### src/hw/rtl/psramcwd_pkg.sv
`timescale 1ns / 1ps
`default_nettype none
// ----------------------------------------------------------------------------
// psramcwd_pkg
// Shared types and constants of the PSRAM command word decoder.
// ----------------------------------------------------------------------------
package psramcwd_pkg;

  // Command byte codes (top byte of the command word)
  localparam logic [7:0] CMD_QUAD  = 8'h35;
  localparam logic [7:0] CMD_WRITE = 8'h38;
  localparam logic [7:0] CMD_READ  = 8'hEB;

  // State machine numbers
  localparam logic [1:0] MACH_MEM = 2'd0;
  localparam logic [1:0] MACH_SD  = 2'd1;

  localparam int WORD_W   = 32;
  localparam int ADDR_W   = 24;  // width of the stored address and output field
  localparam int BYTES_PER_WORD = 4;

  // Per-bank transaction parser state
  typedef struct packed {
    logic [27:0] words;     // transaction length in words
    logic [31:0] pos;       // word position, wraps mod 2^32
    logic [28:0] dlen;      // data length in bytes
    logic        quad;      // quad mode enabled
    logic [7:0]  last_cmd;  // last command byte
    logic [23:0] taddr;     // transfer start address
  } bank_state_t;

  // Byte writes produced by one memory-link word
  typedef struct packed {
    logic [2:0]  count;     // 0..4 byte writes
    logic [23:0] base;      // address of the first byte write
  } decode_res_t;

endpackage
`default_nettype wire

### src/hw/rtl/psramcwd_if.sv
`timescale 1ns / 1ps
`default_nettype none
// ----------------------------------------------------------------------------
// psramcwd_if
// Valid/ready channels: transmit words in, byte writes / RX fills out.
// ----------------------------------------------------------------------------
interface psramcwd_in_if;
  logic        valid;
  logic        ready;
  logic [31:0] tx_word;
  logic [1:0]  machine_number;
  logic        bank_select;

  modport source(output valid, tx_word, machine_number, bank_select, input ready);
  modport sink(input valid, tx_word, machine_number, bank_select, output ready);
endinterface

interface psramcwd_out_if;
  logic        valid;
  logic        ready;
  logic        rx_fill;
  logic        write_bank;
  logic [23:0] write_address;
  logic [7:0]  write_byte;
  logic        last;

  modport source(output valid, rx_fill, write_bank, write_address, write_byte, last,
                 input ready);
  modport sink(input valid, rx_fill, write_bank, write_address, write_byte, last,
               output ready);
endinterface
`default_nettype wire

### src/hw/rtl/psram_command_word_decoder_core.sv
`timescale 1ns / 1ps
`default_nettype none
// ----------------------------------------------------------------------------
// psram_command_word_decoder_core
// Snoops serial-memory transmit words and turns PSRAM write transactions into
// byte writes; SD-link words give an RX-fill request.
// ----------------------------------------------------------------------------
// Timing: a word is registered on transfer, decoded against its bank's state
// while it sits in the input register and its results loaded into the output
// register once that is free. The output register gives one result per cycle
// while out_ch is ready: a write data word holds it until all its byte writes
// (up to four) have transferred, an SD-link word until its one RX fill has.
// Words that give no result (length, command, address, reads, other machines)
// go through at one per cycle, even while earlier results wait on out_ch.
// Each bank's parser state updates in the decode cycle, so consecutive words
// to the same bank follow back to back. Output fields are all registered.
// ----------------------------------------------------------------------------
module psram_command_word_decoder_core #(
  parameter int BANK_COUNT   = 2,
  parameter int ADDRESS_BITS = 24
) (
  input  wire logic        clk,
  input  wire logic        rst_n,
  psramcwd_in_if.sink      in_ch,
  psramcwd_out_if.source   out_ch
);
  import psramcwd_pkg::*;

  localparam logic [2:0] BANK_LIM = 3'(BANK_COUNT);

  // input register
  logic        v1_r;
  logic [31:0] word1_r;
  logic [1:0]  mach1_r;
  logic        bank1_r;

  // bank state
  bank_state_t st_r [BANK_COUNT];
  bank_state_t cur;
  bank_state_t st_nxt;
  decode_res_t res;

  // output register
  logic [2:0]              rem_r;   // results left for the current word
  logic                    rx_r;
  logic                    bank_r;
  logic [ADDRESS_BITS-1:0] addr_r;
  logic [31:0]             data_r;  // byte to send sits in the top byte

  logic [1:0] bank_ext;
  logic       in_range;
  logic       is_mem;
  logic [2:0] load_cnt;
  logic       buf_free;
  logic       adv;
  logic       out_xfer;

  assign bank_ext = {1'b0, bank1_r};
  assign in_range = ({1'b0, bank_ext} < BANK_LIM);
  assign is_mem   = (mach1_r == MACH_MEM) && in_range;

  always_comb begin
    cur = st_r[0];
    for (int b = 0; b < BANK_COUNT; b++) begin
      if (bank_ext == 2'(b)) begin
        cur = st_r[b];
      end
    end
  end

  psramcwd_decode #(
    .ADDRESS_BITS(ADDRESS_BITS)
  ) u_decode (
    .word (word1_r),
    .cur  (cur),
    .nxt  (st_nxt),
    .res  (res)
  );

  always_comb begin
    if (mach1_r == MACH_SD) begin
      load_cnt = 3'd1;
    end else if (is_mem) begin
      load_cnt = res.count;
    end else begin
      load_cnt = 3'd0;
    end
  end

  assign out_xfer = (rem_r != 3'd0) && out_ch.ready;
  assign buf_free = (rem_r == 3'd0) || (out_ch.ready && rem_r == 3'd1);
  // words without results never wait on the output side
  assign adv      = v1_r && ((load_cnt == 3'd0) || buf_free);

  assign in_ch.ready = !v1_r || adv;

  always_ff @(posedge clk) begin
    if (!rst_n) begin
      v1_r  <= 1'b0;
      rem_r <= 3'd0;
      for (int b = 0; b < BANK_COUNT; b++) begin
        st_r[b] <= '0;
      end
    end else begin
      // input stage
      if (in_ch.valid && in_ch.ready) begin
        v1_r    <= 1'b1;
        word1_r <= in_ch.tx_word;
        mach1_r <= in_ch.machine_number;
        bank1_r <= in_ch.bank_select;
      end else if (adv) begin
        v1_r <= 1'b0;
      end

      // bank state update
      if (adv && is_mem) begin
        for (int b = 0; b < BANK_COUNT; b++) begin
          if (bank_ext == 2'(b)) begin
            st_r[b] <= st_nxt;
          end
        end
      end

      // output stage
      if (adv && load_cnt != 3'd0) begin
        rem_r <= load_cnt;
        if (mach1_r == MACH_SD) begin
          rx_r   <= 1'b1;
          bank_r <= 1'b0;
          addr_r <= '0;
          data_r <= '0;
        end else begin
          rx_r   <= 1'b0;
          bank_r <= bank1_r;
          addr_r <= ADDRESS_BITS'(res.base);
          data_r <= word1_r;
        end
      end else if (out_xfer) begin
        rem_r  <= rem_r - 3'd1;
        addr_r <= addr_r + ADDRESS_BITS'(1);
        data_r <= {data_r[23:0], 8'h00};
      end
    end
  end

  assign out_ch.valid         = (rem_r != 3'd0);
  assign out_ch.rx_fill       = rx_r;
  assign out_ch.write_bank    = bank_r;
  assign out_ch.write_address = 24'(addr_r);
  assign out_ch.write_byte    = data_r[31:24];
  assign out_ch.last          = (rem_r == 3'd1);

`ifndef SYNTH
  // a non-last transfer leaves the next byte of the same word at the next address
  a_byte_seq: assert property (@(posedge clk) disable iff (!rst_n)
    (out_xfer && rem_r != 3'd1) |=>
      (rem_r != 3'd0) && addr_r == ADDRESS_BITS'($past(addr_r) + ADDRESS_BITS'(1)))
    else $error("byte write sequence broken");

  // an RX fill is always a single, final result with empty payload
  a_rx_single: assert property (@(posedge clk) disable iff (!rst_n)
    (rem_r != 3'd0 && rx_r) |-> (rem_r == 3'd1 && data_r == 32'd0))
    else $error("RX fill not a lone result");

  // input stalls only while a word waits in the input register
  a_stall_cause: assert property (@(posedge clk) disable iff (!rst_n)
    !in_ch.ready |-> (v1_r && load_cnt != 3'd0 && rem_r != 3'd0))
    else $error("input stalled without cause");

  // never more than four results pending per word
  a_rem_bound: assert property (@(posedge clk) disable iff (!rst_n)
    rem_r <= 3'(BYTES_PER_WORD))
    else $error("result count out of range");
`endif

endmodule
`default_nettype wire

### src/hw/rtl/psramcwd_decode.sv
`timescale 1ns / 1ps
`default_nettype none
// ----------------------------------------------------------------------------
// psramcwd_decode
// Parses one memory-link word against one bank's state: next state and the
// byte writes it produces.
// ----------------------------------------------------------------------------
module psramcwd_decode #(
  parameter int ADDRESS_BITS = 24
) (
  input  wire logic [31:0]               word,
  input  wire psramcwd_pkg::bank_state_t cur,
  output      psramcwd_pkg::bank_state_t nxt,
  output      psramcwd_pkg::decode_res_t res
);
  import psramcwd_pkg::*;

  logic [31:0] wp1;
  logic [31:0] pos_m3;
  logic [31:0] off;
  logic [31:0] diff;
  logic [7:0]  cmd;
  logic [ADDRESS_BITS-1:0] base_aw;

  assign wp1    = word + 32'd1;
  assign pos_m3 = cur.pos - 32'd3;
  assign off    = {pos_m3[29:0], 2'b00};         // (pos - 3) * 4
  assign diff   = {3'b000, cur.dlen} - off;
  assign cmd    = word[31:24];
  assign base_aw = ADDRESS_BITS'(cur.taddr) + ADDRESS_BITS'(off);

  always_comb begin
    nxt       = cur;
    res.count = 3'd0;
    res.base  = 24'(base_aw);
    if (cur.pos == {4'b0000, cur.words}) begin
      // length word
      if (cur.quad) begin
        nxt.words = 28'(wp1[29:3]) + 28'd4;
        nxt.dlen  = wp1[29:1];
      end else begin
        nxt.words = 28'(word[31:5]) + 28'd2;
        nxt.dlen  = wp1[31:3];
      end
      nxt.pos = 32'd1;
    end else begin
      nxt.pos = cur.pos + 32'd1;
      if (cur.pos == 32'd1) begin
        nxt.last_cmd = cmd;
        unique case (cmd)
          CMD_QUAD: begin
            nxt.quad = 1'b1;
          end
          CMD_WRITE: begin
            nxt.taddr = word[23:0];
          end
          CMD_READ: begin
            nxt.taddr = word[23:0];
            nxt.words = 28'd3;
          end
          default: begin
          end
        endcase
      end else if (cur.pos == 32'd2 && cur.quad) begin
        // address word in quad mode: nothing to do
      end else if (cur.last_cmd == CMD_WRITE) begin
        priority if (diff[31] || diff == 32'd0) begin
          res.count = 3'd0;
        end else if (diff >= 32'(BYTES_PER_WORD)) begin
          res.count = 3'(BYTES_PER_WORD);
        end else begin
          res.count = diff[2:0];
        end
      end
    end
  end

endmodule
`default_nettype wire

### src/flat_wrapper.sv
// flat-port wrapper written by rule: the top's interface ports become plain ports
module psram_command_word_decoder_core_flat import psramcwd_pkg::*;
#(
  parameter int BANK_COUNT   = 2,
  parameter int ADDRESS_BITS = 24
)
  (clk, rst_n, in_ch_valid, in_ch_tx_word, in_ch_machine_number, in_ch_bank_select, in_ch_ready, out_ch_valid, out_ch_rx_fill, out_ch_write_bank, out_ch_write_address, out_ch_write_byte, out_ch_last, out_ch_ready);
  psramcwd_in_if in_ch_i ();
  psramcwd_out_if out_ch_i ();
  input  wire logic clk;
  input  wire logic rst_n;
  input wire logic [$bits(in_ch_i.valid)-1:0] in_ch_valid;
  input wire logic [$bits(in_ch_i.tx_word)-1:0] in_ch_tx_word;
  input wire logic [$bits(in_ch_i.machine_number)-1:0] in_ch_machine_number;
  input wire logic [$bits(in_ch_i.bank_select)-1:0] in_ch_bank_select;
  output wire logic [$bits(in_ch_i.ready)-1:0] in_ch_ready;
  output wire logic [$bits(out_ch_i.valid)-1:0] out_ch_valid;
  output wire logic [$bits(out_ch_i.rx_fill)-1:0] out_ch_rx_fill;
  output wire logic [$bits(out_ch_i.write_bank)-1:0] out_ch_write_bank;
  output wire logic [$bits(out_ch_i.write_address)-1:0] out_ch_write_address;
  output wire logic [$bits(out_ch_i.write_byte)-1:0] out_ch_write_byte;
  output wire logic [$bits(out_ch_i.last)-1:0] out_ch_last;
  input wire logic [$bits(out_ch_i.ready)-1:0] out_ch_ready;
  assign in_ch_i.valid = in_ch_valid;
  assign in_ch_i.tx_word = in_ch_tx_word;
  assign in_ch_i.machine_number = in_ch_machine_number;
  assign in_ch_i.bank_select = in_ch_bank_select;
  assign in_ch_ready = in_ch_i.ready;
  assign out_ch_valid = out_ch_i.valid;
  assign out_ch_rx_fill = out_ch_i.rx_fill;
  assign out_ch_write_bank = out_ch_i.write_bank;
  assign out_ch_write_address = out_ch_i.write_address;
  assign out_ch_write_byte = out_ch_i.write_byte;
  assign out_ch_last = out_ch_i.last;
  assign out_ch_i.ready = out_ch_ready;
  psram_command_word_decoder_core #(.BANK_COUNT(BANK_COUNT), .ADDRESS_BITS(ADDRESS_BITS)) u_core (.clk(clk), .rst_n(rst_n), .in_ch(in_ch_i), .out_ch(out_ch_i));
endmodule
### config.mk
export PLATFORM = sky130hd
export DESIGN_NAME = psram_command_word_decoder_core_flat
export DESIGN_NICKNAME = d
export VERILOG_FILES = /design/src/hw/rtl/psramcwd_pkg.sv /design/src/hw/rtl/psramcwd_if.sv /design/src/hw/rtl/psram_command_word_decoder_core.sv /design/src/hw/rtl/psramcwd_decode.sv /design/src/flat_wrapper.sv
export SDC_FILE = /design/constraint.sdc
export NUM_CORES = 1
export LEC_CHECK = 0
export BUFFER_PORTS_ARGS = -buffer_cell sky130_fd_sc_hd__buf_2
export CAP_MARGIN = 20
export CORE_MARGIN = 8
export CORE_UTILIZATION = 45
export DETAILED_ROUTE_END_ITERATION = 8
export SLEW_MARGIN = 15
export SYNTH_ARGS = -nofsm -noshare
export SYNTH_HDL_FRONTEND = slang
export SYNTH_SLANG_ARGS = --single-unit
### constraint.sdc
create_clock -name clk -period 19.9 [get_ports clk]
set_input_delay 0.995 -clock clk [delete_from_list [all_inputs] [get_ports clk]]
set_output_delay 0.995 -clock clk [all_outputs]
set_load 0.005 [all_outputs]
==> qor.json <==
{
  "critical_path.endpoint_type": "register",
  "p_leak_nw": 8.86,
  "reported_max_cap_violation_count": 0,
  "synth_top_area_frac": 0.453,
  "initial_utilization": 0.457,
  "yosysSeqAreaShare": 0.456,
  "cells_taking_the_most_area_after_synthesis": "sky130_fd_sc_hd__edfxtp_1 (45%), sky130_fd_sc_hd__xnor2_1 (4.9%), sky130_fd_sc_hd__nor2_1 (4.4%)",
  "floorplan.core_area_um2": 49000,
  "p_int_mw": 1.40,
  "fmax_mhz": 101,
  "powerDensity_nw_per_um2": 79.9,
  "die_width_um": 239,
  "critPathMaxFanout": 66,
  "yosys.area.top_type": "sky130_fd_sc_hd__edfxtp_1",
  "antenna_found_initial": 0,
  "sw_frac_of_total": 0.286,
  "dp.final_hpwl_um": 48600,
  "finalClockSkew_ps": 45.0,
  "dr_total_vias": 17500,
  "final_cycle_share": 0.499,
  "vias_in_the_first_global_route": 16500,
  "num_antenna_cells": 0,
  "synth.yosys.warnings": 0,
  "average_cell_area_after_synthesis_um2": 10.2,
  "worst_setup_path_start_kind": "register",
  "detailedRoute.firstPassIterationCount": 6,
  "floorplan.die.height_um": 239,
  "clk_pin_slew_worst_paths_ps": 60,
  "rsz_0062_raised_after_global_routing": "false",
  "synth-edff-count": 337,
  "synthesis.area_um2": 22400,
  "synth-async-reset-ratio": 0,
  "route.final.wire_length_um": 67000,
  "tritoncts": "yes",
  "total_die_area_um2": 57100,
  "cts_setup_buffers": 0,
  "pin_count": 76,
  "period_minus_slack_ps": 9940,
  "power.share.combinational": 0.186,
  "clock_power_share": 0.365,
  "min-delay-path-class": "register to register",
  "setup_viol": 0,
  "area_growth_pct": 9.75,
  "cp_data_arrival_time_ps": 10100,
  "detail_route.vias_per_cell": 6.02,
  "ys_ff_latch": 341,
  "total_clock_buffers_created_by_cts": 39,
  "tns_ps": 0,
  "post_cts_resize_count": 0,
  "post_route_cells_drive_above_1_share": 0.137,
  "share_seq_of_total_power": 0.448,
  "dpl_cell_area_um2": 23300,
  "track_usage": 0.227,
  "grt_remaining_overflow": 0,
  "placement.io_buffers": 75,
  "relSlewSlack": 0.317,
  "ys_dominant_reg_cell": "sky130_fd_sc_hd__edfxtp_1",
  "routed_wire_length_per_instance_um": 23.1,
  "h-tree-depth": 2,
  "drc_violations": 0,
  "layout.cells.most_common": "sky130_fd_sc_hd__edfxtp_1",
  "ctsRootBufferMaster": "sky130_fd_sc_hd__clkbuf_16",
  "ctsLongestPathBuffers": 3,
  "tightest_slew_ps": 995,
  "p_sw_mw": 0.562,
  "wire_length_of_the_first_global_routing_pass_um": 100000,
  "worst_ir_drop_vdd_mv": 0.0796,
  "critical_path_required_ps": 20060,
  "worst_skew_late_latency_ps": 570,
  "grt_start_max_net_pins": 117,
  "worstSetupPathType": "register to register",
  "top_library_cells_by_usage_in_the_layout_fill_and_taps_aside": "sky130_fd_sc_hd__edfxtp_1 (337), sky130_fd_sc_hd__nor2_1 (260), sky130_fd_sc_hd__nand2_1 (213)",
  "synth.net_count": 2273,
  "routed_antenna_nets": 0,
  "postSynthCellCount": 2188,
  "yosys_cell_types": 108,
  "cts_hold_buffers": 0,
  "fin_total_pwr_mw": 1.96,
  "core.rowCount": 81,
  "final_max_slew_viol_count": 0,
  "final_hold_viol_count": 0,
  "outcome": "finished clean",
  "drt_iter0_drc": 1736,
  "finalCoreUtilization": 0.501,
  "place.gp.congestion": 0.879,
  "clock_sinks": 341,
  "final_cell_area_um2": 24500,
  "num-nets-final": 2293
}
==> cell families (layout without fill, tap and decap cells) <==
logic type	after synthesis	count (layout)	share of synthesized area
AND/OR/NAND/NOR	859	859	0.197
XOR/XNOR	207	207	0.0843
buffers and inverters	161	210	0.0332
flip-flops	341	341	0.456
adder cells (fa/ha/maj)	51	51	0.0287
AO/OA/AOI/OAI	409	409	0.124
multiplexers	160	160	0.0763
==> per-stage QoR <==
step | setup slack [ps] | cells | hold slack (ps)
global route | 9190 | 2901 | 553
CTS | 9980 | 2900 | 533
detailed placement | 10000 | 2830 | 507
global placement | 10100 | 2830 | 502
finish | 9960 | 2901 | 531
floorplan | 3970 | 2188 | 495
==> per-layer routing <==
metal / GRT usage / vias up / part of all wire
met5: 0 / - / 0
met4: 0.0677 / 0 / 0.029
met3: 0.0341 / 106 / 0.066
met2: 0.356 / 634 / 0.45
met1: 0.322 / 8536 / 0.45
li1: - / 8178 / -
==> power groups by stage <==
stage / clock network, mW / registers [mW] / logic (mW)
finish: 0.716 / 0.879 / 0.366
global route: 0.752 / 0.884 / 0.399
CTS: 0.726 / 0.878 / 0.364
detailed placement: 0 / 0.893 / 0.362
global placement: 0 / 0.891 / 0.361
floorplan: 0 / 0.889 / 0.257
==> area by class of cell <==
class | instances | area (um2)
clock buffer | 47 | 1030
multi-input combinational | 1686 | 11500
tap | 664 | 831
sequential | 341 | 10200
fill | 4456 | 24400
clock inverter | 23 | 234
inverter | 40 | 150
timing repair buffer | 100 | 576
==> worst paths after layout <==
check | startpoint | endpoint | slack (ps) | cells after the start
setup / recovery | u_core.bank1_r | u_core.st_r[0][87] | 9960 | 24
hold / removal | u_core.rem_r[1] | u_core.rem_r[1] | 530 | 1
setup reg to reg | u_core.bank1_r | u_core.st_r[0][87] | 9960 | 24
hold reg to reg | u_core.rem_r[1] | u_core.rem_r[1] | 530 | 1
==> sequential cells by signal, indices dropped and copies added (netlist names) <==
name,flops
u_core.word1_r,32
u_core.v1_r,1
u_core.out_ch.write_address,24
u_core.mach1_r,2
u_core.out_ch.rx_fill,1
u_core.st_r,244
u_core.rem_r,3
u_core.data_r,32
u_core.bank1_r,1
u_core.out_ch.write_bank,1
==> critical path, cell delays in order (launching register included) <==
cell                       delay [ps]
sky130_fd_sc_hd__edfxtp_1         850
sky130_fd_sc_hd__mux2i_1          760
sky130_fd_sc_hd__inv_1            150
sky130_fd_sc_hd__ha_1             330
sky130_fd_sc_hd__or4b_1           550
sky130_fd_sc_hd__a222oi_1         380
sky130_fd_sc_hd__buf_4            240
sky130_fd_sc_hd__nand2_1           80
sky130_fd_sc_hd__xor2_1           430
sky130_fd_sc_hd__inv_1             90
sky130_fd_sc_hd__ha_1             490
sky130_fd_sc_hd__o21ai_0          180
sky130_fd_sc_hd__nor4b_1          530
sky130_fd_sc_hd__nand4_1          140
sky130_fd_sc_hd__or4_1            470
sky130_fd_sc_hd__or4_1            400
sky130_fd_sc_hd__nor4_1           260
sky130_fd_sc_hd__nand4b_1         150
sky130_fd_sc_hd__nor4_1           250
sky130_fd_sc_hd__nand4_1          390
sky130_fd_sc_hd__o21ai_1          390
sky130_fd_sc_hd__nand3_1          230
sky130_fd_sc_hd__o21ai_4          170
sky130_fd_sc_hd__buf_4            670
sky130_fd_sc_hd__buf_4            860
==> synthesized netlist by cell type (all sizes together), types with 26 or more instances <==
cell type and count:
ha 44, nor3 73, o21ai 85, nand4 36, mux2i 85, xnor2 127, clkbuf 74, xor2 76
nand3 58, mux2 75, buf 47, edfxtp 337, a211oi 48, inv 39, nor2 260, and2 26
a21oi 102, nand2 213
Power figures use the tool's default switching activity.
